<file path="src/design/mwsm_pkg.sv">
`timescale 1ns / 1ps
`default_nettype none
// ----------------------------------------------------------------------------
// mwsm_pkg
// Shared widths, constants, types and the quarter-wave sine table of the
// mecanum wheel speed mixer.
// ----------------------------------------------------------------------------
package mwsm_pkg;

  // field and register widths
  localparam int THR_W    = 8;
  localparam int HEAD_W   = 16;
  localparam int MAXSPD_W = 15;
  localparam int GAIN_W   = 12;
  localparam int CFG_W    = 15;
  localparam int CFG_IDX_W = 1;

  // datapath widths
  localparam int BASE_W = THR_W + MAXSPD_W;   // throttle * max_speed
  localparam int TRIG_W = 18;                 // +/-32768
  localparam int MULA_W = 19;                 // cos +/- sin, or +/-gain
  localparam int PROD_W = MULA_W + BASE_W;
  localparam int MAG_W  = 25;                 // rounded magnitude over 25
  localparam int QUO_W  = 21;
  localparam int VAL_W  = QUO_W + 2;          // signed value, room for negate

  // heading mod 360: offset by a multiple of 360 so the value is positive
  localparam int X_W              = 17;
  localparam int DEG_W            = 9;
  localparam int Q360_W           = 8;
  localparam logic [X_W-1:0] ANGLE_OFS = 17'd33120;   // 92 * 360
  localparam int RECIP360_W       = 16;
  localparam logic [RECIP360_W-1:0] RECIP360 = 16'd46604; // ceil(2^24/360)
  localparam int RECIP360_SH      = 24;
  localparam logic [X_W-1:0] DEG_360 = 17'd360;
  localparam logic [DEG_W-1:0] DEG_90  = 9'd90;
  localparam logic [DEG_W-1:0] DEG_180 = 9'd180;
  localparam logic [DEG_W-1:0] DEG_270 = 9'd270;
  localparam logic [DEG_W-1:0] DEG_FULL = 9'd360;

  // divide by 100*2^15 (translate) or 100*2^8 (rotate) = 25 * 2^k
  localparam logic [PROD_W-1:0] TRANS_HALF = 42'd1638400;
  localparam int                TRANS_SH   = 17;
  localparam logic [PROD_W-1:0] ROT_HALF   = 42'd12800;
  localparam int                ROT_SH     = 10;
  localparam int RECIP25_W  = 26;
  localparam logic [RECIP25_W-1:0] RECIP25 = 26'd42949673;  // ceil(2^30/25)
  localparam int RECIP25_SH = 30;

  // reset values and defaults
  localparam logic [MAXSPD_W-1:0] MAX_SPEED_RST   = 15'd1000;
  localparam logic [GAIN_W-1:0]   ROTATE_GAIN_RST = 12'd494;
  localparam int                  SPEED_BITS_DEF  = 16;

  typedef enum logic [CFG_IDX_W-1:0] {
    CFG_MAX_SPEED   = 1'b0,
    CFG_ROTATE_GAIN = 1'b1
  } mwsm_cfg_idx_t;

  localparam logic MODE_TRANSLATE = 1'b0;
  localparam logic MODE_ROTATE    = 1'b1;

  // front end -> multiplier stage
  typedef struct packed {
    logic                     vld;
    logic                     mode;
    logic                     hd_pos;
    logic                     hd_neg;
    logic signed [BASE_W-1:0] base;
    logic signed [TRIG_W-1:0] sin_v;
    logic signed [TRIG_W-1:0] cos_v;
  } mwsm_trig_t;

  // multiplier stage -> output stage
  typedef struct packed {
    logic             vld;
    logic             mode;
    logic             neg_a;
    logic             neg_b;
    logic [QUO_W-1:0] mag_a;
    logic [QUO_W-1:0] mag_b;
  } mwsm_quo_t;

  localparam logic [15:0] SINE_Q15 [0:90] = '{
        16'd0,   16'd572,  16'd1144,  16'd1715,  16'd2286,
     16'd2856,  16'd3425,  16'd3993,  16'd4560,  16'd5126,
     16'd5690,  16'd6252,  16'd6813,  16'd7371,  16'd7927,
     16'd8481,  16'd9032,  16'd9580, 16'd10126, 16'd10668,
    16'd11207, 16'd11743, 16'd12275, 16'd12803, 16'd13328,
    16'd13848, 16'd14365, 16'd14876, 16'd15384, 16'd15886,
    16'd16384, 16'd16877, 16'd17364, 16'd17847, 16'd18324,
    16'd18795, 16'd19261, 16'd19720, 16'd20174, 16'd20622,
    16'd21063, 16'd21498, 16'd21926, 16'd22348, 16'd22763,
    16'd23170, 16'd23571, 16'd23965, 16'd24351, 16'd24730,
    16'd25102, 16'd25466, 16'd25822, 16'd26170, 16'd26510,
    16'd26842, 16'd27166, 16'd27482, 16'd27789, 16'd28088,
    16'd28378, 16'd28660, 16'd28932, 16'd29197, 16'd29452,
    16'd29698, 16'd29935, 16'd30163, 16'd30382, 16'd30592,
    16'd30792, 16'd30983, 16'd31164, 16'd31336, 16'd31499,
    16'd31651, 16'd31795, 16'd31928, 16'd32052, 16'd32166,
    16'd32270, 16'd32365, 16'd32449, 16'd32524, 16'd32588,
    16'd32643, 16'd32688, 16'd32723, 16'd32748, 16'd32763,
    16'd32768
  };

  // signed Q1.15 lookup; idx is already folded into 0..90
  function automatic logic signed [TRIG_W-1:0] sine_lookup(input logic [6:0] idx,
                                                            input logic neg);
    logic signed [TRIG_W-1:0] mag;
    mag = (idx <= 7'd90) ? $signed({2'b00, SINE_Q15[idx]}) : '0;
    return neg ? -mag : mag;
  endfunction

endpackage
`default_nettype wire

</file>
<file path="src/design/mwsm_sat.sv">
`timescale 1ns / 1ps
`default_nettype none
// ----------------------------------------------------------------------------
// mwsm_sat
// Stage 7: sign restore, wheel routing and saturation into the output regs.
// ----------------------------------------------------------------------------
module mwsm_sat #(
  parameter int SPEED_BITS = mwsm_pkg::SPEED_BITS_DEF
) (
  input  wire logic                         clk,
  input  wire logic                         rst_n,
  input  wire mwsm_pkg::mwsm_quo_t          quo,
  output logic                              out_valid,
  output logic signed [SPEED_BITS-1:0]      out_front_left_speed,
  output logic signed [SPEED_BITS-1:0]      out_front_right_speed,
  output logic signed [SPEED_BITS-1:0]      out_back_left_speed,
  output logic signed [SPEED_BITS-1:0]      out_back_right_speed
);
  import mwsm_pkg::*;

  localparam int EXT_W = ((SPEED_BITS > VAL_W) ? SPEED_BITS : VAL_W) + 1;
  localparam logic signed [EXT_W-1:0] SAT_HI =
    $signed((EXT_W'(1) << (SPEED_BITS - 1)) - EXT_W'(1));
  localparam logic signed [EXT_W-1:0] SAT_LO = -SAT_HI - EXT_W'(1);

  function automatic logic signed [SPEED_BITS-1:0] sat(input logic signed [VAL_W-1:0] v);
    logic signed [EXT_W-1:0] w;
    logic signed [EXT_W-1:0] c;
    w = EXT_W'(v);
    if (w > SAT_HI)      c = SAT_HI;
    else if (w < SAT_LO) c = SAT_LO;
    else                 c = w;
    return c[SPEED_BITS-1:0];
  endfunction

  logic signed [VAL_W-1:0] va, vb, va_n;
  logic signed [VAL_W-1:0] fl, fr, bl;
  logic                    valid_r;
  logic signed [SPEED_BITS-1:0] fl_r, fr_r, bl_r, br_r;

  assign va   = quo.neg_a ? -$signed({2'b00, quo.mag_a}) : $signed({2'b00, quo.mag_a});
  assign vb   = quo.neg_b ? -$signed({2'b00, quo.mag_b}) : $signed({2'b00, quo.mag_b});
  assign va_n = -va;

  // rotate: left wheels -v, right wheels +v
  assign fl = (quo.mode == MODE_ROTATE) ? va_n : va;
  assign fr = (quo.mode == MODE_ROTATE) ? va   : vb;
  assign bl = (quo.mode == MODE_ROTATE) ? va_n : vb;

  always_ff @(posedge clk) begin
    if (!rst_n) begin
      valid_r <= 1'b0;
    end else begin
      valid_r <= quo.vld;
    end
  end

  always_ff @(posedge clk) begin
    fl_r <= sat(fl);
    fr_r <= sat(fr);
    bl_r <= sat(bl);
    br_r <= sat(va);
  end

  assign out_valid             = valid_r;
  assign out_front_left_speed  = fl_r;
  assign out_front_right_speed = fr_r;
  assign out_back_left_speed   = bl_r;
  assign out_back_right_speed  = br_r;

endmodule
`default_nettype wire

</file>
<file path="config.mk">
export PLATFORM = sky130hd
export DESIGN_NAME = mwsm_sat
export DESIGN_NICKNAME = d
export VERILOG_FILES = /design/src/design/mwsm_pkg.sv /design/src/design/mwsm_sat.sv
export SDC_FILE = /design/constraint.sdc
export NUM_CORES = 1
export LEC_CHECK = 0
export ABC_AREA = 0
export BUFFER_PORTS_ARGS = -buffer_cell sky130_fd_sc_hd__buf_2
export CAP_MARGIN = 25
export CORE_MARGIN = 3
export CORE_UTILIZATION = 30
export CTS_BUF_LIST = sky130_fd_sc_hd__clkbuf_8
export CTS_CLUSTER_SIZE = 25
export DETAILED_ROUTE_END_ITERATION = 16
export HOLD_SLACK_MARGIN = 0.08
export PLACE_DENSITY = 0.48
export SYNTH_ARGS = -nofsm -noshare
export SYNTH_HDL_FRONTEND = slang
export SYNTH_SLANG_ARGS = --single-unit
export TNS_END_PERCENT = 100
</file>
<file path="constraint.sdc">
create_clock -name clk -period 11.1 [get_ports clk]
set_input_delay 0 -clock clk [delete_from_list [all_inputs] [get_ports clk]]
set_output_delay 0 -clock clk [all_outputs]
set_load 0.1 [all_outputs]
</file>
==> metrics.log <==
[metrics] kind of capture point of the worst setup path: register
[metrics] number of clock sinks: 65
[metrics] count of input and output buffers: 112
[metrics] Top FF cell, synth: dfxtp_1
[metrics] cell at the slowest stage of the critical path: o41ai_4
[metrics] arrival time worst endpoint: 4.90 ns
[metrics] clock period minus worst slack: 4.712 ns
[metrics] maximum count of clock buffers along a single path: 2
[metrics] initial detailed-routing violation count: 324
[metrics] y dimension of the die: 131.7 um
[metrics] Net count, final: 719
[metrics] Post-Syn Area per Cell: 8.188 um^2
[metrics] Logic pwr share: 43.1%
[metrics] Reg power frac: 30.1%
[metrics] number of global-route vias before repair: 4564
[metrics] global-route wire length before repair: 25610 um
[metrics] fillcell total: 1637
[metrics] DRC violation count after routing: 0
[metrics] class of the worst hold path: in2reg
[metrics] total gr overflow: 0
[metrics] Worst Max-Slew Pin Slew: 1.128 ns
[metrics] routed length per instance: 18.61 um
[metrics] library cell occupying the most area in the post-synthesis netlist: dfxtp_1
[metrics] max-cap viol count: 0
[metrics] TritonCTS Buffers: 9
[metrics] unrepaired setup endpoints after global routing: false
[metrics] Critical Path Start Type: primary input
[metrics] power per cell area: 155.1 mW/mm^2
[metrics] full die area: 0.01735 mm^2
[metrics] final antenna diode count: 0
[metrics] footprint of the multi-input gates: 0.003179 mm^2
[metrics] core region area: 0.01531 mm^2
[metrics] fraction of power spent switching nets: 46.50%
[metrics] number of flops mapped to enable cells by yosys: 0
[metrics] final hold violation count: 0
[metrics] share of the synthesized area in the top cell type: 27.45%
[metrics] capturing element of the worst setup path: out_back_left_speed[13]
[metrics] last weighted congestion value of the routability-driven placer: 0.9424
[metrics] clock transition time at the flip-flop clock pins of the worst setup and hold paths: 0.07 ns
[metrics] number of unique standard cell types used by synthesis: 85
[metrics] worst stage delay on the critical path: 0.76 ns
[metrics] Max Freq: 212.2 MHz
[metrics] Area growth syn-to-layout: 19.69%
[metrics] GRT Overall Usage: 18.40%
[metrics] Setup Total Neg Slack: 0 ns
[metrics] type of the setup path with the least slack: in2reg
[metrics] number of nets produced by synthesis: 630
[metrics] Crit Path Max Fanout: 15
[metrics] leading cell types by total area after synthesis: dfxtp_1, xnor2_1, nand2_1
[metrics] warnings from Yosys: 0
[metrics] number of setup violations in the final report: 0
[metrics] total length of routed wires: 16450 um
[metrics] sequential element share of the synthesized area: 27.45%
[metrics] number of I/O pins: 113
[metrics] clock tree root driver cell: clkbuf_8
[metrics] TritonCTS clock tree: yes
[metrics] Max rail drop VDD: 0.00006706 V
[metrics] Switching Power: 0.0004093 W
[metrics] via count normalized by instance count: 5.353
[metrics] commonest cells in the synthesized netlist: dfxtp_1, nand2_1, xnor2_1
[metrics] number of placement rows: 45
[metrics] Post-CTS Setup Bufs: 0
[metrics] DR vias: 4732
[metrics] share of layout cells above drive strength 1: 27.19%
[metrics] combined flip-flop and latch cell area: 0.001301 mm^2
[metrics] count of TritonRoute iterations in the first routing pass: 5
[metrics] fraction of registers with async set/reset: 0%
[metrics] total internal power: 0.0004709 W
[metrics] number of antenna violations at the first check in global routing: 0
[metrics] antenna-violating nets left: 0
[metrics] register bit count reported by yosys: 65
[metrics] maximum number of pins on one net before global-route repair: 76
[metrics] post-layout total power: 0.0008802 W
[metrics] startpoint of the most critical setup path: quo[21]
[metrics] cell area after synthesis: 0.004741 mm^2
[metrics] power share of the clock group: 26.7%
[metrics] portion of the clock cycle consumed by the worst path in the final layout: 42.45%
[metrics] DP HPWL: 12460 um
[metrics] synthesized netlist cell count: 579
[metrics] most common cell in the netlist: dfxtp_1
[metrics] cells along the critical path: dlygate4sd3_1 -> buf_2 -> inv_1 -> ha_1 -> or3b_2 -> a221oi_2 -> and3_1 -> nand4_1 -> nor4_2 -> nand2_1 -> mux2i_1 -> o41ai_4 -> o31ai_1
[metrics] status: completed
[metrics] final number of max-transition violations: 0
[metrics] worst path required time: 11.28 ns
[metrics] chip width: 131.7 um
[metrics] starting utilization of the core area: 30.96%
[metrics] maximum level of the CTS H-tree: 3
[metrics] static leakage: 2.240 nW
[metrics] Max-Slew Margin vs Limit: 24.48%
repair_timing:
item	CTS	global route
gates resized for setup	0	0
endpoints found under the hold margin	4	0
hold buffers	4	0
critical path: cells and delay by family:
family	cells	cell delay [ns]
and+or+nand+nor	5	1.90
AOI/OAI and AO/OA	3	1.62
buffers and inverters	3	0.85
adders and majority gates	1	0.34
muxes	1	0.18
per-stage QoR:
step / cell area (um^2) / setup slack [ns] / std cells / utilization (%) / hold WS, ns
6_report: 5674 / 6.388 / 884 / 37.05 / 0.1173
5_1_grt: 5674 / 6.097 / 884 / 37.05 / 0.1395
4_1_cts: 5674 / 6.484 / 884 / 37.05 / 0.08673
3_5_place_dp: 5406 / 6.647 / 864 / 35.30 / 0.2110
3_3_place_gp: 5406 / 6.773 / 864 / 35.30 / 0.2045
2_1_floorplan: 4741 / 7.496 / 579 / - / 0.1217
per-layer routing:
layer	wire, um	vias up	track usage (%)
met5	0	-	0
met3	893	21	3.369
met1	7469	2223	24.33
met4	246	0	5.076
met2	7838	179	30.83
li1	-	2309	-
flip-flops by register name (all words and copies together), names as in the netlist:
signal and flops:
out_front_left_speed 16, out_valid 1, out_back_left_speed 16, out_back_right_speed 16
out_front_right_speed 16
layout make-up:
cell class | instances | share of cell area, %
clock buffers | 10 | 2.426
clock inverters | 6 | 1.588
inverters | 13 | 0.8600
multi-input cells | 456 | 56.03
flip-flops and latches | 65 | 22.93
well taps | 211 | 4.653
repair buffers | 123 | 11.51
cell usage in the layout (no fill, tap or decap), drive strengths merged, types with 6 or more instances in the layout:
master,instances
nor3,12
or2,7
nor2b,9
nand2b,9
clkbuf,10
nor4,11
xnor2,39
mux2i,7
o21ai,54
o31ai,17
or4,14
inv,13
dfxtp,65
a21o,8
and2,6
o21a,15
nand3,9
xor2,22
buf,119
or3,11
o41ai,12
nand2,47
nor2,38
a21oi,29
cells by family after synthesis:
kind of cell,Yosys count,share of synthesized area [%]
adder cells (fa/ha/maj),3,0.7919
multiplexers,10,2.191
AO/OA/AOI/OAI,185,29.43
XOR/XNOR,61,11.59
buffers and inverters,58,5.489
flip-flops,65,27.45
AND/OR/NAND/NOR,197,23.07
worst min-delay path by stage:
| stage | start | endpoint | slack [ns] | cells after the start |
|---|---|---|---|---|
| 2_1_floorplan | quo[45] | out_valid | 0.12 | 1 |
| 3_3_place_gp | quo[45] | out_valid | 0.20 | 2 |
| 3_5_place_dp | quo[45] | out_valid | 0.21 | 2 |
| 4_1_cts | quo[4] | out_back_left_speed[4] | 0.09 | 4 |
| 5_1_grt | quo[4] | out_back_left_speed[4] | 0.14 | 4 |
| 6_report | quo[4] | out_back_left_speed[4] | 0.12 | 4 |
power by group through the flow:
stage	registers [W]	logic, W	clock network [W]
finish	0.000265	0.000380	0.000235
global route	0.000268	0.000398	0.000250
CTS	0.000266	0.000379	0.000240
detailed placement	0.000271	0.000377	0
global placement	0.000271	0.000379	0
floorplan	0.000450	0.000121	0
Note: power is estimated with default switching activity, not from simulation.
