--- src/design/mwsm_pkg.sv ---
`timescale 1ns / 1ps
`default_nettype none
// ----------------------------------------------------------------------------
// mwsm_pkg
// Shared widths, constants, types and the quarter-wave sine table of the
// mecanum wheel speed mixer.
// ----------------------------------------------------------------------------
package mwsm_pkg;

  // field and register widths
  localparam int THR_W    = 8;
  localparam int HEAD_W   = 16;
  localparam int MAXSPD_W = 15;
  localparam int GAIN_W   = 12;
  localparam int CFG_W    = 15;
  localparam int CFG_IDX_W = 1;

  // datapath widths
  localparam int BASE_W = THR_W + MAXSPD_W;   // throttle * max_speed
  localparam int TRIG_W = 18;                 // +/-32768
  localparam int MULA_W = 19;                 // cos +/- sin, or +/-gain
  localparam int PROD_W = MULA_W + BASE_W;
  localparam int MAG_W  = 25;                 // rounded magnitude over 25
  localparam int QUO_W  = 21;
  localparam int VAL_W  = QUO_W + 2;          // signed value, room for negate

  // heading mod 360: offset by a multiple of 360 so the value is positive
  localparam int X_W              = 17;
  localparam int DEG_W            = 9;
  localparam int Q360_W           = 8;
  localparam logic [X_W-1:0] ANGLE_OFS = 17'd33120;   // 92 * 360
  localparam int RECIP360_W       = 16;
  localparam logic [RECIP360_W-1:0] RECIP360 = 16'd46604; // ceil(2^24/360)
  localparam int RECIP360_SH      = 24;
  localparam logic [X_W-1:0] DEG_360 = 17'd360;
  localparam logic [DEG_W-1:0] DEG_90  = 9'd90;
  localparam logic [DEG_W-1:0] DEG_180 = 9'd180;
  localparam logic [DEG_W-1:0] DEG_270 = 9'd270;
  localparam logic [DEG_W-1:0] DEG_FULL = 9'd360;

  // divide by 100*2^15 (translate) or 100*2^8 (rotate) = 25 * 2^k
  localparam logic [PROD_W-1:0] TRANS_HALF = 42'd1638400;
  localparam int                TRANS_SH   = 17;
  localparam logic [PROD_W-1:0] ROT_HALF   = 42'd12800;
  localparam int                ROT_SH     = 10;
  localparam int RECIP25_W  = 26;
  localparam logic [RECIP25_W-1:0] RECIP25 = 26'd42949673;  // ceil(2^30/25)
  localparam int RECIP25_SH = 30;

  // reset values and defaults
  localparam logic [MAXSPD_W-1:0] MAX_SPEED_RST   = 15'd1000;
  localparam logic [GAIN_W-1:0]   ROTATE_GAIN_RST = 12'd494;
  localparam int                  SPEED_BITS_DEF  = 16;

  typedef enum logic [CFG_IDX_W-1:0] {
    CFG_MAX_SPEED   = 1'b0,
    CFG_ROTATE_GAIN = 1'b1
  } mwsm_cfg_idx_t;

  localparam logic MODE_TRANSLATE = 1'b0;
  localparam logic MODE_ROTATE    = 1'b1;

  // front end -> multiplier stage
  typedef struct packed {
    logic                     vld;
    logic                     mode;
    logic                     hd_pos;
    logic                     hd_neg;
    logic signed [BASE_W-1:0] base;
    logic signed [TRIG_W-1:0] sin_v;
    logic signed [TRIG_W-1:0] cos_v;
  } mwsm_trig_t;

  // multiplier stage -> output stage
  typedef struct packed {
    logic             vld;
    logic             mode;
    logic             neg_a;
    logic             neg_b;
    logic [QUO_W-1:0] mag_a;
    logic [QUO_W-1:0] mag_b;
  } mwsm_quo_t;

  localparam logic [15:0] SINE_Q15 [0:90] = '{
        16'd0,   16'd572,  16'd1144,  16'd1715,  16'd2286,
     16'd2856,  16'd3425,  16'd3993,  16'd4560,  16'd5126,
     16'd5690,  16'd6252,  16'd6813,  16'd7371,  16'd7927,
     16'd8481,  16'd9032,  16'd9580, 16'd10126, 16'd10668,
    16'd11207, 16'd11743, 16'd12275, 16'd12803, 16'd13328,
    16'd13848, 16'd14365, 16'd14876, 16'd15384, 16'd15886,
    16'd16384, 16'd16877, 16'd17364, 16'd17847, 16'd18324,
    16'd18795, 16'd19261, 16'd19720, 16'd20174, 16'd20622,
    16'd21063, 16'd21498, 16'd21926, 16'd22348, 16'd22763,
    16'd23170, 16'd23571, 16'd23965, 16'd24351, 16'd24730,
    16'd25102, 16'd25466, 16'd25822, 16'd26170, 16'd26510,
    16'd26842, 16'd27166, 16'd27482, 16'd27789, 16'd28088,
    16'd28378, 16'd28660, 16'd28932, 16'd29197, 16'd29452,
    16'd29698, 16'd29935, 16'd30163, 16'd30382, 16'd30592,
    16'd30792, 16'd30983, 16'd31164, 16'd31336, 16'd31499,
    16'd31651, 16'd31795, 16'd31928, 16'd32052, 16'd32166,
    16'd32270, 16'd32365, 16'd32449, 16'd32524, 16'd32588,
    16'd32643, 16'd32688, 16'd32723, 16'd32748, 16'd32763,
    16'd32768
  };

  // signed Q1.15 lookup; idx is already folded into 0..90
  function automatic logic signed [TRIG_W-1:0] sine_lookup(input logic [6:0] idx,
                                                            input logic neg);
    logic signed [TRIG_W-1:0] mag;
    mag = (idx <= 7'd90) ? $signed({2'b00, SINE_Q15[idx]}) : '0;
    return neg ? -mag : mag;
  endfunction

endpackage
`default_nettype wire

--- src/design/mwsm_scale.sv ---
`timescale 1ns / 1ps
`default_nettype none
// ----------------------------------------------------------------------------
// mwsm_scale
// Stages 4-6: wheel products, rounding offset and divide by 25 * 2^k.
// ----------------------------------------------------------------------------
module mwsm_scale (
  input  wire logic                        clk,
  input  wire logic                        rst_n,
  input  wire mwsm_pkg::mwsm_trig_t        trig,
  input  wire logic [mwsm_pkg::GAIN_W-1:0] rotate_gain,
  output mwsm_pkg::mwsm_quo_t              quo
);
  import mwsm_pkg::*;

  // stage 4: two products; rotate uses +/-gain on both lanes
  logic signed [MULA_W-1:0] gain_s, sg, sum_cs, dif_sc, mul_a, mul_b;
  logic signed [PROD_W-1:0] prod_a, prod_b;
  logic                     s4_vld_r, s4_mode_r;
  logic signed [PROD_W-1:0] s4_pa_r, s4_pb_r;

  assign gain_s = $signed({{(MULA_W-GAIN_W){1'b0}}, rotate_gain});
  assign sg     = trig.hd_pos ? gain_s : (trig.hd_neg ? -gain_s : '0);
  assign sum_cs = {trig.cos_v[TRIG_W-1], trig.cos_v} + {trig.sin_v[TRIG_W-1], trig.sin_v};
  assign dif_sc = {trig.sin_v[TRIG_W-1], trig.sin_v} - {trig.cos_v[TRIG_W-1], trig.cos_v};
  assign mul_a  = (trig.mode == MODE_ROTATE) ? sg : sum_cs;
  assign mul_b  = (trig.mode == MODE_ROTATE) ? sg : dif_sc;
  assign prod_a = mul_a * trig.base;
  assign prod_b = mul_b * trig.base;

  // stage 5: |p| + D/2, then shift off the power-of-two part of D
  logic [PROD_W-1:0] mag_a, mag_b, rnd_a, rnd_b, shf_a, shf_b;
  logic              s5_vld_r, s5_mode_r, s5_nega_r, s5_negb_r;
  logic [MAG_W-1:0]  s5_ma_r, s5_mb_r;

  assign mag_a = s4_pa_r[PROD_W-1] ? $unsigned(-s4_pa_r) : $unsigned(s4_pa_r);
  assign mag_b = s4_pb_r[PROD_W-1] ? $unsigned(-s4_pb_r) : $unsigned(s4_pb_r);
  assign rnd_a = mag_a + ((s4_mode_r == MODE_ROTATE) ? ROT_HALF : TRANS_HALF);
  assign rnd_b = mag_b + ((s4_mode_r == MODE_ROTATE) ? ROT_HALF : TRANS_HALF);
  assign shf_a = (s4_mode_r == MODE_ROTATE) ? (rnd_a >> ROT_SH) : (rnd_a >> TRANS_SH);
  assign shf_b = (s4_mode_r == MODE_ROTATE) ? (rnd_b >> ROT_SH) : (rnd_b >> TRANS_SH);

  // stage 6: divide by 25 through a reciprocal (exact for 25-bit inputs)
  logic [MAG_W+RECIP25_W-1:0] div_a, div_b;
  logic                       s6_vld_r, s6_mode_r, s6_nega_r, s6_negb_r;
  logic [QUO_W-1:0]           s6_qa_r, s6_qb_r;

  assign div_a = s5_ma_r * RECIP25;
  assign div_b = s5_mb_r * RECIP25;

  always_ff @(posedge clk) begin
    if (!rst_n) begin
      s4_vld_r <= 1'b0;
      s5_vld_r <= 1'b0;
      s6_vld_r <= 1'b0;
    end else begin
      s4_vld_r <= trig.vld;
      s5_vld_r <= s4_vld_r;
      s6_vld_r <= s5_vld_r;
    end
  end

  always_ff @(posedge clk) begin
    s4_mode_r <= trig.mode;
    s4_pa_r   <= prod_a;
    s4_pb_r   <= prod_b;

    s5_mode_r <= s4_mode_r;
    s5_nega_r <= s4_pa_r[PROD_W-1];
    s5_negb_r <= s4_pb_r[PROD_W-1];
    s5_ma_r   <= shf_a[MAG_W-1:0];
    s5_mb_r   <= shf_b[MAG_W-1:0];

    s6_mode_r <= s5_mode_r;
    s6_nega_r <= s5_nega_r;
    s6_negb_r <= s5_negb_r;
    s6_qa_r   <= div_a[RECIP25_SH +: QUO_W];
    s6_qb_r   <= div_b[RECIP25_SH +: QUO_W];
  end

  always_comb begin
    quo.vld   = s6_vld_r;
    quo.mode  = s6_mode_r;
    quo.neg_a = s6_nega_r;
    quo.neg_b = s6_negb_r;
    quo.mag_a = s6_qa_r;
    quo.mag_b = s6_qb_r;
  end

endmodule
`default_nettype wire

--- config.mk ---
export PLATFORM = sky130hd
export DESIGN_NAME = mwsm_scale
export DESIGN_NICKNAME = d
export VERILOG_FILES = /design/src/design/mwsm_pkg.sv /design/src/design/mwsm_scale.sv
export SDC_FILE = /design/constraint.sdc
export NUM_CORES = 2
export LEC_CHECK = 0
export BUFFER_PORTS_ARGS = -buffer_cell sky130_fd_sc_hd__buf_2
export CAP_MARGIN = 30
export CORE_MARGIN = 2
export CORE_UTILIZATION = 36
export DETAILED_ROUTE_END_ITERATION = 10
export PLACE_DENSITY_LB_ADDON = 0.08
export SLEW_MARGIN = 15
export SYNTH_ARGS = -nofsm -noshare
export SYNTH_HDL_FRONTEND = slang
export SYNTH_SLANG_ARGS = --single-unit
--- constraint.sdc ---
create_clock -name clk -period 12.53 [get_ports clk]
set_input_delay 2.506 -clock clk [delete_from_list [all_inputs] [get_ports clk]]
set_output_delay 2.506 -clock clk [all_outputs]
set_load 0.05 [all_outputs]
==> impl_metrics.py <==
metrics = {
    "floorplan": {
        "die_area_um2": 173000,
        "core_um2": 169000,
        "dieHeight_um": 416,
        "rows": 151,
        "fp.dieW_um": 416,
        "ios": 123,
        "start_util_pct": 36.2,
    },
    "drt": {
        "drt_iter0_drc": 1925,
        "viasPerCell": 4.84,
        "wl_per_cell_um": 18.7,
        "num_vias": 42800,
        "drc_errors": 0,
        "ant_nets": 0,
        "routed_wl_um": 165000,
        "firstDrtPassIters": 7,
    },
    "worst_setup_path": {
        "cpPeakStageDelay_ps": 640,
        "path_common_cell": "fa_1",
        "rr_startpoint": "s5_mb_r[10]",
        "crit_required_ps": 12990,
        "critPathTopFamily": "adder cells",
        "worstSetupEndpointType": "register",
        "cp-start-kind": "input port",
        "worst-path-max-fanout": 16,
        "worstSetupPathType": "input port to register",
        "critPathSlowestCell": "o31ai_2",
        "r2r_end": "s6_qb_r[20]",
        "rr_worst_depth": 22,
        "cp.arrival_ps": 11780,
        "crit_start": "trig[0]",
        "r2r_slack_ps": 4440,
        "crit_buf_inv": 4,
    },
    "sta": {
        "whs_ps": 331,
        "fin_ws_ps": 1210,
        "rsz0062_at_grt": "no",
        "period_share_pct": 90.4,
        "max_freq_mhz": 88.3,
        "finClkSkew_ps": 20.1,
        "worstMarginPinSlew_ps": 1030,
        "setup_viol": 0,
        "slew_viol_final": 0,
        "hold_viol_final": 0,
        "slew_headroom_pct": 31.3,
        "fin_crit_ps": 11320,
        "tns_ps": 0,
    },
    "flow_run": {
        "drv_cap": 0,
    },
    "yosys": {
        "synth_top_family_by_area": "adder cells",
        "syn_avg_cell_area_um2": 9.24,
        "ys_types": 80,
        "synth_area_leader_cell": "fa_1",
        "synthMuxAreaShare_pct": 0.676,
        "async_flop_share_pct": 0,
        "synth_warnings": 0,
        "synthTopCellsByArea": "fa_1 (43%), ha_1 (17%), inv_1 (10%), dfxtp_1 (6.1%), nand2_1 (3.8%)",
        "yosys.area_share.simple_pct": 11.7,
        "synthAdderAreaFrac_pct": 59.5,
        "synthTopCellsByCount": "inv_1 (1688), fa_1 (1306), ha_1 (817)",
        "synth-edff-count": 0,
        "synth_compound_area_share_pct": 6.62,
        "synth-main-ff-cell": "dfxtp_1",
        "synth_seq_cells": 185,
        "syn-cell-area_um2": 61100,
        "syn_nets": 8816,
        "yosysTopAreaCellShare_pct": 42.8,
        "synthCells": 6616,
        "seq_area_frac_synth_pct": 6.06,
        "synth_xor_xnor_area_share_pct": 3.50,
        "synth_most_common_cell": "inv_1",
    },
    "cells_and_area": {
        "antennaDiodeCount": 0,
        "drive_above_1_share_pct": 4.81,
        "nets": 8803,
        "syn_to_final_growth_pct": 6.46,
        "fillers": 17500,
    },
    "global_route": {
        "antenna_found_initial": 3,
        "grt_usage_pct": 19.7,
        "grt_max_degree": 70,
        "grt_pass1_vias": 46500,
        "grt_pass1_wl_um": 266000,
        "grt-ovfl-total": 0,
    },
    "cts": {
        "cts-htree-levels": 4,
        "clockRootBuffer": "clkbuf_16",
        "clock_path_buffers": 2,
        "cts_resized": 0,
        "clkLatencyLatePin_ps": 520,
        "cts_tree": "built",
        "cts.reportedPaths.clkPinSlew_ps": 80,
        "postCtsSetupBuffers": 0,
        "cts.sinks": 185,
        "cts_made_buffers": 17,
        "ctsHoldBuffers": 0,
    },
    "place": {
        "port_buffers": 122,
        "place_ws_ps": 744,
        "gp_congestion": 0.854,
        "post-dp-hpwl_um": 140000,
    },
    "hold_path": {
        "hp-class": "register to register",
        "min_path_cells": 0,
        "worstHoldStart": "s5_mode_r",
        "hold_end": "s6_mode_r",
    },
    "outcome": {
        "outcome": "finished clean",
    },
}
## kinds of logic after synthesis
kind of cell / after synthesis
AO/OA/AOI/OAI: 623
flip-flops: 185
AND/OR/NAND/NOR: 1472
multiplexers: 40
adder cells (fa/ha/maj): 2123
XOR/XNOR: 244
buffers and inverters: 1929
## layer usage
| metal | up-vias | part of all wire (%) | track usage (%) |
|---|---|---|---|
| li1 | 20100 | - | - |
| met1 | 21900 | 49 | 28.6 |
| met2 | 665 | 47 | 32.7 |
| met3 | 93 | 3.1 | 1.62 |
| met4 | 4 | 1.1 | 2.72 |
| met5 | - | 0.015 | 0 |
## cell usage in the layout (no fill, tap or decap), types with 10 or more instances in the layout
cell / count
and2_1: 224
clkbuf_16: 17
o211ai_1: 16
o21bai_1: 27
o22ai_1: 12
o21a_1: 34
a211oi_1: 19
mux2i_1: 28
and3_1: 108
dfxtp_1: 184
o31ai_1: 11
ha_1: 817
a21o_1: 66
or2_2: 19
nor2_1: 195
nor3_1: 47
mux2_2: 10
buf_4: 79
nor2b_1: 24
and4_1: 11
xor2_1: 81
buf_2: 122
nand2b_1: 27
nor4_1: 19
o21ai_2: 13
or3_1: 23
inv_1: 1688
a31oi_1: 12
o21ai_0: 138
nand2_1: 610
fa_1: 1306
xnor2_1: 163
nand4_1: 29
o41ai_1: 14
a21oi_1: 158
nand3_1: 85
## per-stage QoR
step / instances / area, um^2 / utilization, %
final: 8834 / 65000 / 38.5
after global routing: 8834 / 65000 / 38.5
after CTS: 8830 / 65000 / 38.5
after detailed placement: 8798 / 64400 / 38.1
after global placement: 8795 / 64300 / 38.1
after floorplan: 6616 / 61100 / -
## cell type report
type,instances,area [um^2],area share [%]
Timing Repair Buffer,208,1320,2.03
Sequential cell,185,3700,5.70
Inverter,1689,6340,9.75
Clock inverter,14,170,0.262
Tap cell,2218,2780,4.27
Multi-Input combinational cell,4502,50300,77.3
Clock buffer,18,439,0.675
## worst register-to-register path: stages, from the launching register on
cell     delay (ps)
dfxtp_1         540
fa_1            830
inv_1           110
fa_1            390
inv_1            80
fa_1            440
fa_1            550
inv_1            50
fa_1            440
fa_1            490
inv_1            50
fa_1            440
ha_1            350
nand4_1         220
nor4_1          510
nand2_1         200
nor4_2          720
nor3_1          210
a21oi_1         410
a221o_1         300
a41o_1          280
nor4_1           70
a311o_1         320
## flip-flops by register name, summed over array words and instances (netlist names), 21 cells and up
signal	count
s4_pa_r	41
s4_pb_r	42
s5_ma_r	25
s5_mb_r	25
s6_qa_r	21
s6_qb_r	21
## worst max-delay path by stage
stage                  end  depth (start not counted)
6_report       s4_pb_r[40]                         34
5_1_grt        s4_pb_r[39]                         35
4_1_cts        s4_pb_r[41]                         34
3_5_place_dp   s4_pb_r[41]                         34
3_3_place_gp   s4_pb_r[41]                         35
2_1_floorplan  s4_pa_r[40]                         33
Power is not shown: default switching activity piles up to over one toggle a cycle in this logic, so the estimate is an artifact.
