**src/design/mwsm_pkg.sv**
```systemverilog
`timescale 1ns / 1ps
`default_nettype none
// ----------------------------------------------------------------------------
// mwsm_pkg
// Shared widths, constants, types and the quarter-wave sine table of the
// mecanum wheel speed mixer.
// ----------------------------------------------------------------------------
package mwsm_pkg;

  // field and register widths
  localparam int THR_W    = 8;
  localparam int HEAD_W   = 16;
  localparam int MAXSPD_W = 15;
  localparam int GAIN_W   = 12;
  localparam int CFG_W    = 15;
  localparam int CFG_IDX_W = 1;

  // datapath widths
  localparam int BASE_W = THR_W + MAXSPD_W;   // throttle * max_speed
  localparam int TRIG_W = 18;                 // +/-32768
  localparam int MULA_W = 19;                 // cos +/- sin, or +/-gain
  localparam int PROD_W = MULA_W + BASE_W;
  localparam int MAG_W  = 25;                 // rounded magnitude over 25
  localparam int QUO_W  = 21;
  localparam int VAL_W  = QUO_W + 2;          // signed value, room for negate

  // heading mod 360: offset by a multiple of 360 so the value is positive
  localparam int X_W              = 17;
  localparam int DEG_W            = 9;
  localparam int Q360_W           = 8;
  localparam logic [X_W-1:0] ANGLE_OFS = 17'd33120;   // 92 * 360
  localparam int RECIP360_W       = 16;
  localparam logic [RECIP360_W-1:0] RECIP360 = 16'd46604; // ceil(2^24/360)
  localparam int RECIP360_SH      = 24;
  localparam logic [X_W-1:0] DEG_360 = 17'd360;
  localparam logic [DEG_W-1:0] DEG_90  = 9'd90;
  localparam logic [DEG_W-1:0] DEG_180 = 9'd180;
  localparam logic [DEG_W-1:0] DEG_270 = 9'd270;
  localparam logic [DEG_W-1:0] DEG_FULL = 9'd360;

  // divide by 100*2^15 (translate) or 100*2^8 (rotate) = 25 * 2^k
  localparam logic [PROD_W-1:0] TRANS_HALF = 42'd1638400;
  localparam int                TRANS_SH   = 17;
  localparam logic [PROD_W-1:0] ROT_HALF   = 42'd12800;
  localparam int                ROT_SH     = 10;
  localparam int RECIP25_W  = 26;
  localparam logic [RECIP25_W-1:0] RECIP25 = 26'd42949673;  // ceil(2^30/25)
  localparam int RECIP25_SH = 30;

  // reset values and defaults
  localparam logic [MAXSPD_W-1:0] MAX_SPEED_RST   = 15'd1000;
  localparam logic [GAIN_W-1:0]   ROTATE_GAIN_RST = 12'd494;
  localparam int                  SPEED_BITS_DEF  = 16;

  typedef enum logic [CFG_IDX_W-1:0] {
    CFG_MAX_SPEED   = 1'b0,
    CFG_ROTATE_GAIN = 1'b1
  } mwsm_cfg_idx_t;

  localparam logic MODE_TRANSLATE = 1'b0;
  localparam logic MODE_ROTATE    = 1'b1;

  // front end -> multiplier stage
  typedef struct packed {
    logic                     vld;
    logic                     mode;
    logic                     hd_pos;
    logic                     hd_neg;
    logic signed [BASE_W-1:0] base;
    logic signed [TRIG_W-1:0] sin_v;
    logic signed [TRIG_W-1:0] cos_v;
  } mwsm_trig_t;

  // multiplier stage -> output stage
  typedef struct packed {
    logic             vld;
    logic             mode;
    logic             neg_a;
    logic             neg_b;
    logic [QUO_W-1:0] mag_a;
    logic [QUO_W-1:0] mag_b;
  } mwsm_quo_t;

  localparam logic [15:0] SINE_Q15 [0:90] = '{
        16'd0,   16'd572,  16'd1144,  16'd1715,  16'd2286,
     16'd2856,  16'd3425,  16'd3993,  16'd4560,  16'd5126,
     16'd5690,  16'd6252,  16'd6813,  16'd7371,  16'd7927,
     16'd8481,  16'd9032,  16'd9580, 16'd10126, 16'd10668,
    16'd11207, 16'd11743, 16'd12275, 16'd12803, 16'd13328,
    16'd13848, 16'd14365, 16'd14876, 16'd15384, 16'd15886,
    16'd16384, 16'd16877, 16'd17364, 16'd17847, 16'd18324,
    16'd18795, 16'd19261, 16'd19720, 16'd20174, 16'd20622,
    16'd21063, 16'd21498, 16'd21926, 16'd22348, 16'd22763,
    16'd23170, 16'd23571, 16'd23965, 16'd24351, 16'd24730,
    16'd25102, 16'd25466, 16'd25822, 16'd26170, 16'd26510,
    16'd26842, 16'd27166, 16'd27482, 16'd27789, 16'd28088,
    16'd28378, 16'd28660, 16'd28932, 16'd29197, 16'd29452,
    16'd29698, 16'd29935, 16'd30163, 16'd30382, 16'd30592,
    16'd30792, 16'd30983, 16'd31164, 16'd31336, 16'd31499,
    16'd31651, 16'd31795, 16'd31928, 16'd32052, 16'd32166,
    16'd32270, 16'd32365, 16'd32449, 16'd32524, 16'd32588,
    16'd32643, 16'd32688, 16'd32723, 16'd32748, 16'd32763,
    16'd32768
  };

  // signed Q1.15 lookup; idx is already folded into 0..90
  function automatic logic signed [TRIG_W-1:0] sine_lookup(input logic [6:0] idx,
                                                            input logic neg);
    logic signed [TRIG_W-1:0] mag;
    mag = (idx <= 7'd90) ? $signed({2'b00, SINE_Q15[idx]}) : '0;
    return neg ? -mag : mag;
  endfunction

endpackage
`default_nettype wire

```
**src/design/mwsm_front.sv**
```systemverilog
`timescale 1ns / 1ps
`default_nettype none
// ----------------------------------------------------------------------------
// mwsm_front
// Stages 1-3: drive base product, heading mod 360 and sine/cosine lookup.
// ----------------------------------------------------------------------------
module mwsm_front (
  input  wire logic                           clk,
  input  wire logic                           rst_n,
  input  wire logic                           in_vld,
  input  wire logic                           in_mode,
  input  wire logic signed [mwsm_pkg::THR_W-1:0]  in_throttle,
  input  wire logic signed [mwsm_pkg::HEAD_W-1:0] in_heading,
  input  wire logic [mwsm_pkg::MAXSPD_W-1:0]  max_speed,
  output mwsm_pkg::mwsm_trig_t                trig
);
  import mwsm_pkg::*;

  // stage 1
  logic                     s1_vld_r;
  logic                     s1_mode_r, s1_pos_r, s1_neg_r;
  logic signed [BASE_W-1:0] s1_base_r;
  logic [X_W-1:0]           s1_x_r;
  logic [Q360_W-1:0]        s1_q_r;
  logic [HEAD_W+1:0]        x_sum;
  logic [X_W-1:0]           x_nxt;
  logic [X_W+RECIP360_W-1:0] xq_prod;
  logic signed [BASE_W:0]   base_full;

  assign x_sum     = {{2{in_heading[HEAD_W-1]}}, in_heading} + {1'b0, ANGLE_OFS};
  assign x_nxt     = x_sum[X_W-1:0];
  assign xq_prod   = x_nxt * RECIP360;
  assign base_full = in_throttle * $signed({1'b0, max_speed});

  // stage 2
  logic                     s2_vld_r;
  logic                     s2_mode_r, s2_pos_r, s2_neg_r;
  logic signed [BASE_W-1:0] s2_base_r;
  logic [DEG_W-1:0]         s2_deg_r;
  logic [X_W-1:0]           rem_full;

  assign rem_full = s1_x_r - ({{(X_W-Q360_W){1'b0}}, s1_q_r} * DEG_360);

  // stage 3: quadrant fold
  logic [DEG_W-1:0] sin_idx, cos_idx;
  logic             sin_neg, cos_neg;
  logic signed [TRIG_W-1:0] sin_nxt, cos_nxt;
  logic                     s3_vld_r;
  logic                     s3_mode_r, s3_pos_r, s3_neg_r;
  logic signed [BASE_W-1:0] s3_base_r;
  logic signed [TRIG_W-1:0] s3_sin_r, s3_cos_r;

  always_comb begin
    if (s2_deg_r <= DEG_90) begin
      sin_idx = s2_deg_r;            sin_neg = 1'b0;
      cos_idx = DEG_90 - s2_deg_r;   cos_neg = 1'b0;
    end else if (s2_deg_r <= DEG_180) begin
      sin_idx = DEG_180 - s2_deg_r;  sin_neg = 1'b0;
      cos_idx = s2_deg_r - DEG_90;   cos_neg = 1'b1;
    end else if (s2_deg_r <= DEG_270) begin
      sin_idx = s2_deg_r - DEG_180;  sin_neg = 1'b1;
      cos_idx = DEG_270 - s2_deg_r;  cos_neg = 1'b1;
    end else begin
      sin_idx = DEG_FULL - s2_deg_r; sin_neg = 1'b1;
      cos_idx = s2_deg_r - DEG_270;  cos_neg = 1'b0;
    end
  end

  assign sin_nxt = sine_lookup(sin_idx[6:0], sin_neg);
  assign cos_nxt = sine_lookup(cos_idx[6:0], cos_neg);

  always_ff @(posedge clk) begin
    if (!rst_n) begin
      s1_vld_r <= 1'b0;
      s2_vld_r <= 1'b0;
      s3_vld_r <= 1'b0;
    end else begin
      s1_vld_r <= in_vld;
      s2_vld_r <= s1_vld_r;
      s3_vld_r <= s2_vld_r;
    end
  end

  always_ff @(posedge clk) begin
    s1_mode_r <= in_mode;
    s1_pos_r  <= !in_heading[HEAD_W-1] && (in_heading != '0);
    s1_neg_r  <= in_heading[HEAD_W-1];
    s1_base_r <= base_full[BASE_W-1:0];
    s1_x_r    <= x_nxt;
    s1_q_r    <= xq_prod[RECIP360_SH +: Q360_W];

    s2_mode_r <= s1_mode_r;
    s2_pos_r  <= s1_pos_r;
    s2_neg_r  <= s1_neg_r;
    s2_base_r <= s1_base_r;
    s2_deg_r  <= rem_full[DEG_W-1:0];

    s3_mode_r <= s2_mode_r;
    s3_pos_r  <= s2_pos_r;
    s3_neg_r  <= s2_neg_r;
    s3_base_r <= s2_base_r;
    s3_sin_r  <= sin_nxt;
    s3_cos_r  <= cos_nxt;
  end

  always_comb begin
    trig.vld    = s3_vld_r;
    trig.mode   = s3_mode_r;
    trig.hd_pos = s3_pos_r;
    trig.hd_neg = s3_neg_r;
    trig.base   = s3_base_r;
    trig.sin_v  = s3_sin_r;
    trig.cos_v  = s3_cos_r;
  end

endmodule
`default_nettype wire

```
**config.mk**
```make
export PLATFORM = sky130hd
export DESIGN_NAME = mwsm_front
export DESIGN_NICKNAME = d
export VERILOG_FILES = /design/src/design/mwsm_pkg.sv /design/src/design/mwsm_front.sv
export SDC_FILE = /design/constraint.sdc
export NUM_CORES = 1
export LEC_CHECK = 0
export BUFFER_PORTS_ARGS = -buffer_cell sky130_fd_sc_hd__buf_2
export CAP_MARGIN = 20
export CELL_PAD_IN_SITES_DETAIL_PLACEMENT = 1
export CELL_PAD_IN_SITES_GLOBAL_PLACEMENT = 2
export CORE_MARGIN = 2
export CORE_UTILIZATION = 39
export CTS_BUF_LIST = sky130_fd_sc_hd__clkbuf_16
export DETAILED_ROUTE_END_ITERATION = 7
export MAX_ROUTING_LAYER = met4
export PLACE_DENSITY = 0.86
export SETUP_SLACK_MARGIN = 0.02
export SLEW_MARGIN = 20
export SYNTH_ARGS = -nofsm -noshare
export SYNTH_HDL_FRONTEND = slang
export SYNTH_SLANG_ARGS = --single-unit
export TNS_END_PERCENT = 20
```
**constraint.sdc**
```tcl
create_clock -name clk -period 8.04 [get_ports clk]
set_input_delay 1.608 -clock clk [delete_from_list [all_inputs] [get_ports clk]]
set_output_delay 1.608 -clock clk [all_outputs]
set_load 0.01 [all_outputs]
```
==> run_results.csv, run 1 <==
group,metric,value,unit
finish,fill_cells,5044,
timing,worstMarginPinSlew,1074,ps
route,drtPass1Iterations,5,
synthesis,yosys.area_share.xor_xnor,0.04494,
synthesis,synth_cell_types,103,
run,max_cap_violations,0,
synthesis,synthTopCellsByArea,"dfxtp_1 17%, fa_1 16%, ha_1 15%",
clock_tree,postCtsSetupBuffers,0,
clock_tree,cts_buffers,17,
timing,slew_viol_final,0,
synthesis,synthMuxAreaShare,0.008585,
die,fp.dieH,211.3,µm
finish,antenna_cells,0,
clock_tree,cts.hold.buffers_added,0,
outcome,status,"finished, final reports clean",
placement,gp_congestion,0.9727,
route,drc_errors,0,
synthesis,synth_fa_ha_area_frac,0.3155,
synthesis,synthSimpleGateAreaFrac,0.1571,
synthesis,synth_top_area_share,0.1684,
clock_tree,cts.sinks,141,
setup_path,cp.arrival,7720,ps
placement,io_buffers,105,
setup_path,path_max_fanout,4,
timing,relSlewSlack,0.2811,
synthesis,synthTopCellsByCount,"258 x inv_1, 205 x ha_1, 141 x dfxtp_1",
setup_path,cp.required,8420,ps
global_routing,antenna_found_initial,0,
synthesis,synth.largest_area_cell,"dfxtp_1",
die,die_x,211.3,µm
synthesis,syn_area,16760,µm²
route,vias_per_cell,5.811,
synthesis,synth_compound_area_frac,0.2110,
timing,finalHoldViolCount,0,
timing,finClkSkew,8.124,ps
clock_tree,cts-htree-levels,4,
synthesis,ys_ff_latch,141,
placement,dpl-instance-area,17600,µm²
route,wl_per_cell,21.14,µm
route,vias,14864,
setup_path,end_kind,"flop",
global_routing,grt_pass1_wl,87430,µm
synthesis,yosysMostFrequentCell,"inv_1",
finish,syn_to_final_growth,8.615,%
setup_path,startpoint_type,"input port",
timing,rsz0062_at_grt,"no",
clock_tree,clock_latency,450,ps
worst_hold_path,hp-class,"reg2reg",
timing,fmax,136.2,MHz
global_routing,grt_pass1_vias,15895,
clock_tree,clkTransAtPathRegs,60,ps
route,drt-total-wl,54080,µm
clock_tree,cts-root-buf,"clkbuf_16",
global_routing,track_usage,0.2554,
synthesis,avgSynthCellArea,8.547,µm²
synthesis,yosysWarnings,0,
route,ant_nets,0,
die,core,42230,µm²
synthesis,netlist_instances,1961,
synthesis,synth_edf_count,0,
synthesis,ys.flop_type,"dfxtp_1",
placement,hpwlAfterDp,40930,µm
timing,fin_crit_sh,0.9135,
clock_tree,cts_tree,"built",
finish,layout-drive-gt1-share,0.1154,
finish,design_area,18210,µm²
timing,setup_viol,0,
global_routing,grt_start_max_net_pins,50,
clock_tree,cts_repair_resize_count,0,
die,die-area,44650,µm²
global_routing,grt_overflow,0,
timing,fin_tns_setup,0,ps
synthesis,synth_top_family_by_area,"adder cells",
synthesis,synth-async-reset-ratio,0,
die,ioPinCount,106,
synthesis,syn_nets,2345,
die,rows,75,
setup_path,worstSetupPathType,"in2reg",
clock_tree,clockBufferDepth,2,
synthesis,synth.yosys.seq_area_share,0.1684,
route,drt-initial-drc-count,1089,
die,initial_utilization,0.3969,
finish,nets,2390,
timing,min_period,7345,ps
stage by stage:
| stage | instances | setup WS (ps) | hold slack (ps) | utilization |
|---|---|---|---|---|
| after floorplan | 1961 | 562.3 | 309.6 | - |
| after global placement | 2526 | 330.9 | 309.6 | 0.4168 |
| after detailed placement | 2526 | 197.8 | 313.5 | 0.4168 |
| after CTS | 2558 | 685.4 | 325.8 | 0.4310 |
| after global routing | 2558 | 186.5 | 331.9 | 0.4311 |
| final | 2558 | 695.2 | 324.1 | 0.4311 |
cell usage in the layout (no fill, tap or decap), types with 24 or more instances in the layout:
master    netlist  layout
xnor2_1        62      62
a21oi_1        92      92
and2_1         91      91
o21ai_0        76      76
fa_1          136     136
ha_1          205     204
xor2_1         24      24
inv_1         258     258
nand2_1       124     124
nand3_1        41      41
nor2_1        117     117
o211ai_1       32      32
a21o_1         24      24
buf_4          19      29
dfxtp_1       141     141
buf_2          39     105
nor3_1         41      40
a31oi_1        24      24
a211oi_1       26      26
routing by layer:
layer / global-route usage / vias up / part of all wire
met4: 0.1005 / 0 / 0.032
met5: - / - / 0
li1: - / 6870 / -
met1: 0.3225 / 7422 / 0.44
met2: 0.4169 / 462 / 0.48
met3: 0.03234 / 110 / 0.051
critical path: stages:
cell	delay, ps
buf_2	110
o21ai_0	270
xnor2_1	240
inv_1	100
ha_1	340
inv_1	70
fa_1	530
inv_1	60
fa_1	510
fa_1	530
fa_1	550
inv_1	50
fa_1	540
inv_1	50
ha_1	300
a21oi_1	140
o21ai_0	100
a2111oi_0	410
nor2_1	110
o31a_1	270
o21a_1	200
o21a_1	220
o31ai_1	260
xnor2_1	150
path summary, 6_finish.rpt:
check	slack (ps)	to	depth (start not counted)	startpoint
min	320	s3_base_r[11]	0	s2_base_r[11]
max	700	s1_q_r[4]	24	in_heading[6]
min reg2reg	320	s3_base_r[11]	0	s2_base_r[11]
max reg2reg	1570	s3_sin_r[12]	21	s2_deg_r[0]
flip-flops by register name, indices dropped and copies added, names as in the netlist, 6 cells and up:
| name | flops |
|---|---|
| s3_cos_r | 18 |
| s2_deg_r | 9 |
| s1_x_r | 9 |
| s3_sin_r | 18 |
| s1_q_r | 6 |
| s1_base_r | 23 |
| s2_base_r | 23 |
| s3_base_r | 23 |
cell type report:
class	count	area [µm²]	share of cell area
Clock buffer	17	425.4	0.02337
Clock inverter	15	172.7	0.009485
Inverter	264	991.0	0.05443
Multi-Input combinational cell	1448	12380	0.6798
Sequential cell	141	2823	0.1551
Tap cell	539	674.4	0.03704
Timing Repair Buffer	134	743.2	0.04082
cell families after synthesis:
logic type	after synthesis
XOR/XNOR	86
multiplexers	14
adder cells (fa/ha/maj)	341
AND/OR/NAND/NOR	516
AO/OA/AOI/OAI	491
flip-flops	141
buffers and inverters	372
Power of run 1 is left out: the tool's default activity adds up to more than one toggle a clock period on the data nets, which glitch-free logic cannot reach.
==> inputs of run 2 (changes only) <==
CORE_UTILIZATION = 42   (was 39)
PLACE_DENSITY = 0.92   (was 0.86)
clock period = 8.52 ns   (was 8.04 ns; I/O delays follow)
==> run 2 against run 1 <==
Effect of this change: hold slack got worse by 2.3 ps; utilization increased by 2.6 points; sequential cell count unchanged; register-to-register slack improved by 550 ps; critical path depth unchanged; setup slack improved by 200 ps; final area decreased by 0.66%; sequential share of layout area increased by 0.10 points; clock skew decreased by 2.0 ps; final cell count decreased by 0.78%.
==> run_results.csv, run 2 (synthesis results as in run 1) <==
group,metric,value,unit
outcome,status,"finished, final reports clean",
clock_tree,postCtsSetupBuffers,0,
route,drtPass1Iterations,5,
global_routing,grt_start_max_net_pins,50,
clock_tree,cts.sinks,141,
clock_tree,cts-htree-levels,4,
route,vias,14886,
timing,fmax,131.1,MHz
timing,fin_tns_setup,0,ps
placement,hpwlAfterDp,39840,µm
placement,io_buffers,105,
setup_path,cp.required,8900,ps
die,rows,73,
clock_tree,cts.hold.buffers_added,0,
finish,final_common_cell,"inv_1",
timing,fin_crit_sh,0.8954,
finish,antenna_cells,0,
clock_tree,clkTransAtPathRegs,60,ps
timing,setup_viol,0,
route,ant_nets,0,
setup_path,path_max_fanout,5,
clock_tree,cts_repair_resize_count,0,
timing,finClkSkew,6.125,ps
route,drt-total-wl,53390,µm
timing,worstMarginPinSlew,1089,ps
finish,final_cell_mix,"258 x inv_1, 204 x ha_1, 141 x dfxtp_1, 136 x fa_1, 124 x nand2_1",
setup_path,end_kind,"flop",
clock_tree,cts_buffers,17,
die,fp.dieH,203.8,µm
placement,gp_congestion,0.9604,
timing,rsz0062_at_grt,"no",
global_routing,grt_overflow,0,
die,die-area,41520,µm²
die,die_x,203.8,µm
clock_tree,cts_tree,"built",
finish,syn_to_final_growth,7.898,%
timing,finalHoldViolCount,0,
route,vias_per_cell,5.865,
timing,min_period,7629,ps
global_routing,track_usage,0.2677,
global_routing,grt_pass1_wl,85390,µm
finish,reg_top3,"s1_base_r: 23 flops, s2_base_r: 23 flops, s3_base_r: 23 flops",
die,initial_utilization,0.4238,
finish,nets,2385,
worst_hold_path,hp-class,"reg2reg",
route,wl_per_cell,21.04,µm
clock_tree,clock_latency,440,ps
global_routing,antenna_found_initial,0,
global_routing,grt_pass1_vias,15702,
timing,slew_viol_final,0,
die,ioPinCount,106,
clock_tree,cts-root-buf,"clkbuf_16",
setup_path,worstSetupPathType,"in2reg",
route,drt-initial-drc-count,1015,
timing,relSlewSlack,0.2710,
run,max_cap_violations,0,
route,drc_errors,0,
finish,layout-drive-gt1-share,0.1113,
setup_path,startpoint_type,"input port",
clock_tree,clockBufferDepth,2,
setup_path,cp.arrival,8010,ps
die,core,39550,µm²
==> run 2: cell count changes in the layout (fill, tap and decap cells not counted), sizes merged <==
cell	delta
clkinv	+1
buf	-5
inv	-3
bufinv	-1
clkinvlp	+2
==> run 2: path summary, 6_finish.rpt <==
check / depth (start not counted) / from / slack (ps) / end
hold reg to reg: 0 / s1_base_r[14] / 320 / s2_base_r[14]
hold / removal: 0 / s1_base_r[14] / 320 / s2_base_r[14]
setup reg to reg: 19 / s2_deg_r[1] / 2120 / s3_sin_r[12]
setup / recovery: 24 / in_heading[5] / 890 / s1_q_r[4]
==> run 2: layout make-up <==
type / instances / area (µm²)
clock buffers: 17 / 425.4
clock inverters: 14 / 112.6
fillers: 4695 / 21460
inverters: 264 / 991.0
multi-input cells: 1448 / 12370
flip-flops and latches: 141 / 2823
well taps: 525 / 656.9
repair buffers: 129 / 705.7
==> run 2: worst max-delay path: stages <==
cell and delay (ps):
buf_2 120, o21ai_0 260, xnor2_1 240, inv_1 180, ha_1 370, inv_1 80, fa_1 540, inv_1 60
fa_1 520, fa_1 520, fa_1 540, inv_1 50, fa_1 530, inv_1 40, ha_1 300, a21oi_1 130
o21ai_0 100, a2111oi_0 440, nor2_1 110, o31a_1 280, o21a_1 210, o21a_1 230, o31ai_1 280, xnor2_1 150
==> run 2: stage by stage <==
step | utilization | setup slack [ps] | cells | area, µm² | hold slack [ps]
global route | 0.4573 | 460.5 | 2538 | 18080 | 332.7
finish | 0.4573 | 890.8 | 2538 | 18080 | 321.7
floorplan | - | 946.3 | 1961 | 16760 | 309.6
detailed placement | 0.4437 | 415.9 | 2507 | 17550 | 313.2
global placement | 0.4437 | 646.8 | 2507 | 17550 | 310.0
CTS | 0.4573 | 902.1 | 2538 | 18080 | 323.8
==> run 2: layer usage <==
layer | track usage | up-vias | share of wire
li1 | - | 6868 | -
met1 | 0.3389 | 7437 | 0.44
met2 | 0.4332 | 478 | 0.48
met3 | 0.03500 | 103 | 0.050
met4 | 0.1069 | 0 | 0.031
met5 | - | - | 0
Power of run 2 is left out for the same reason.
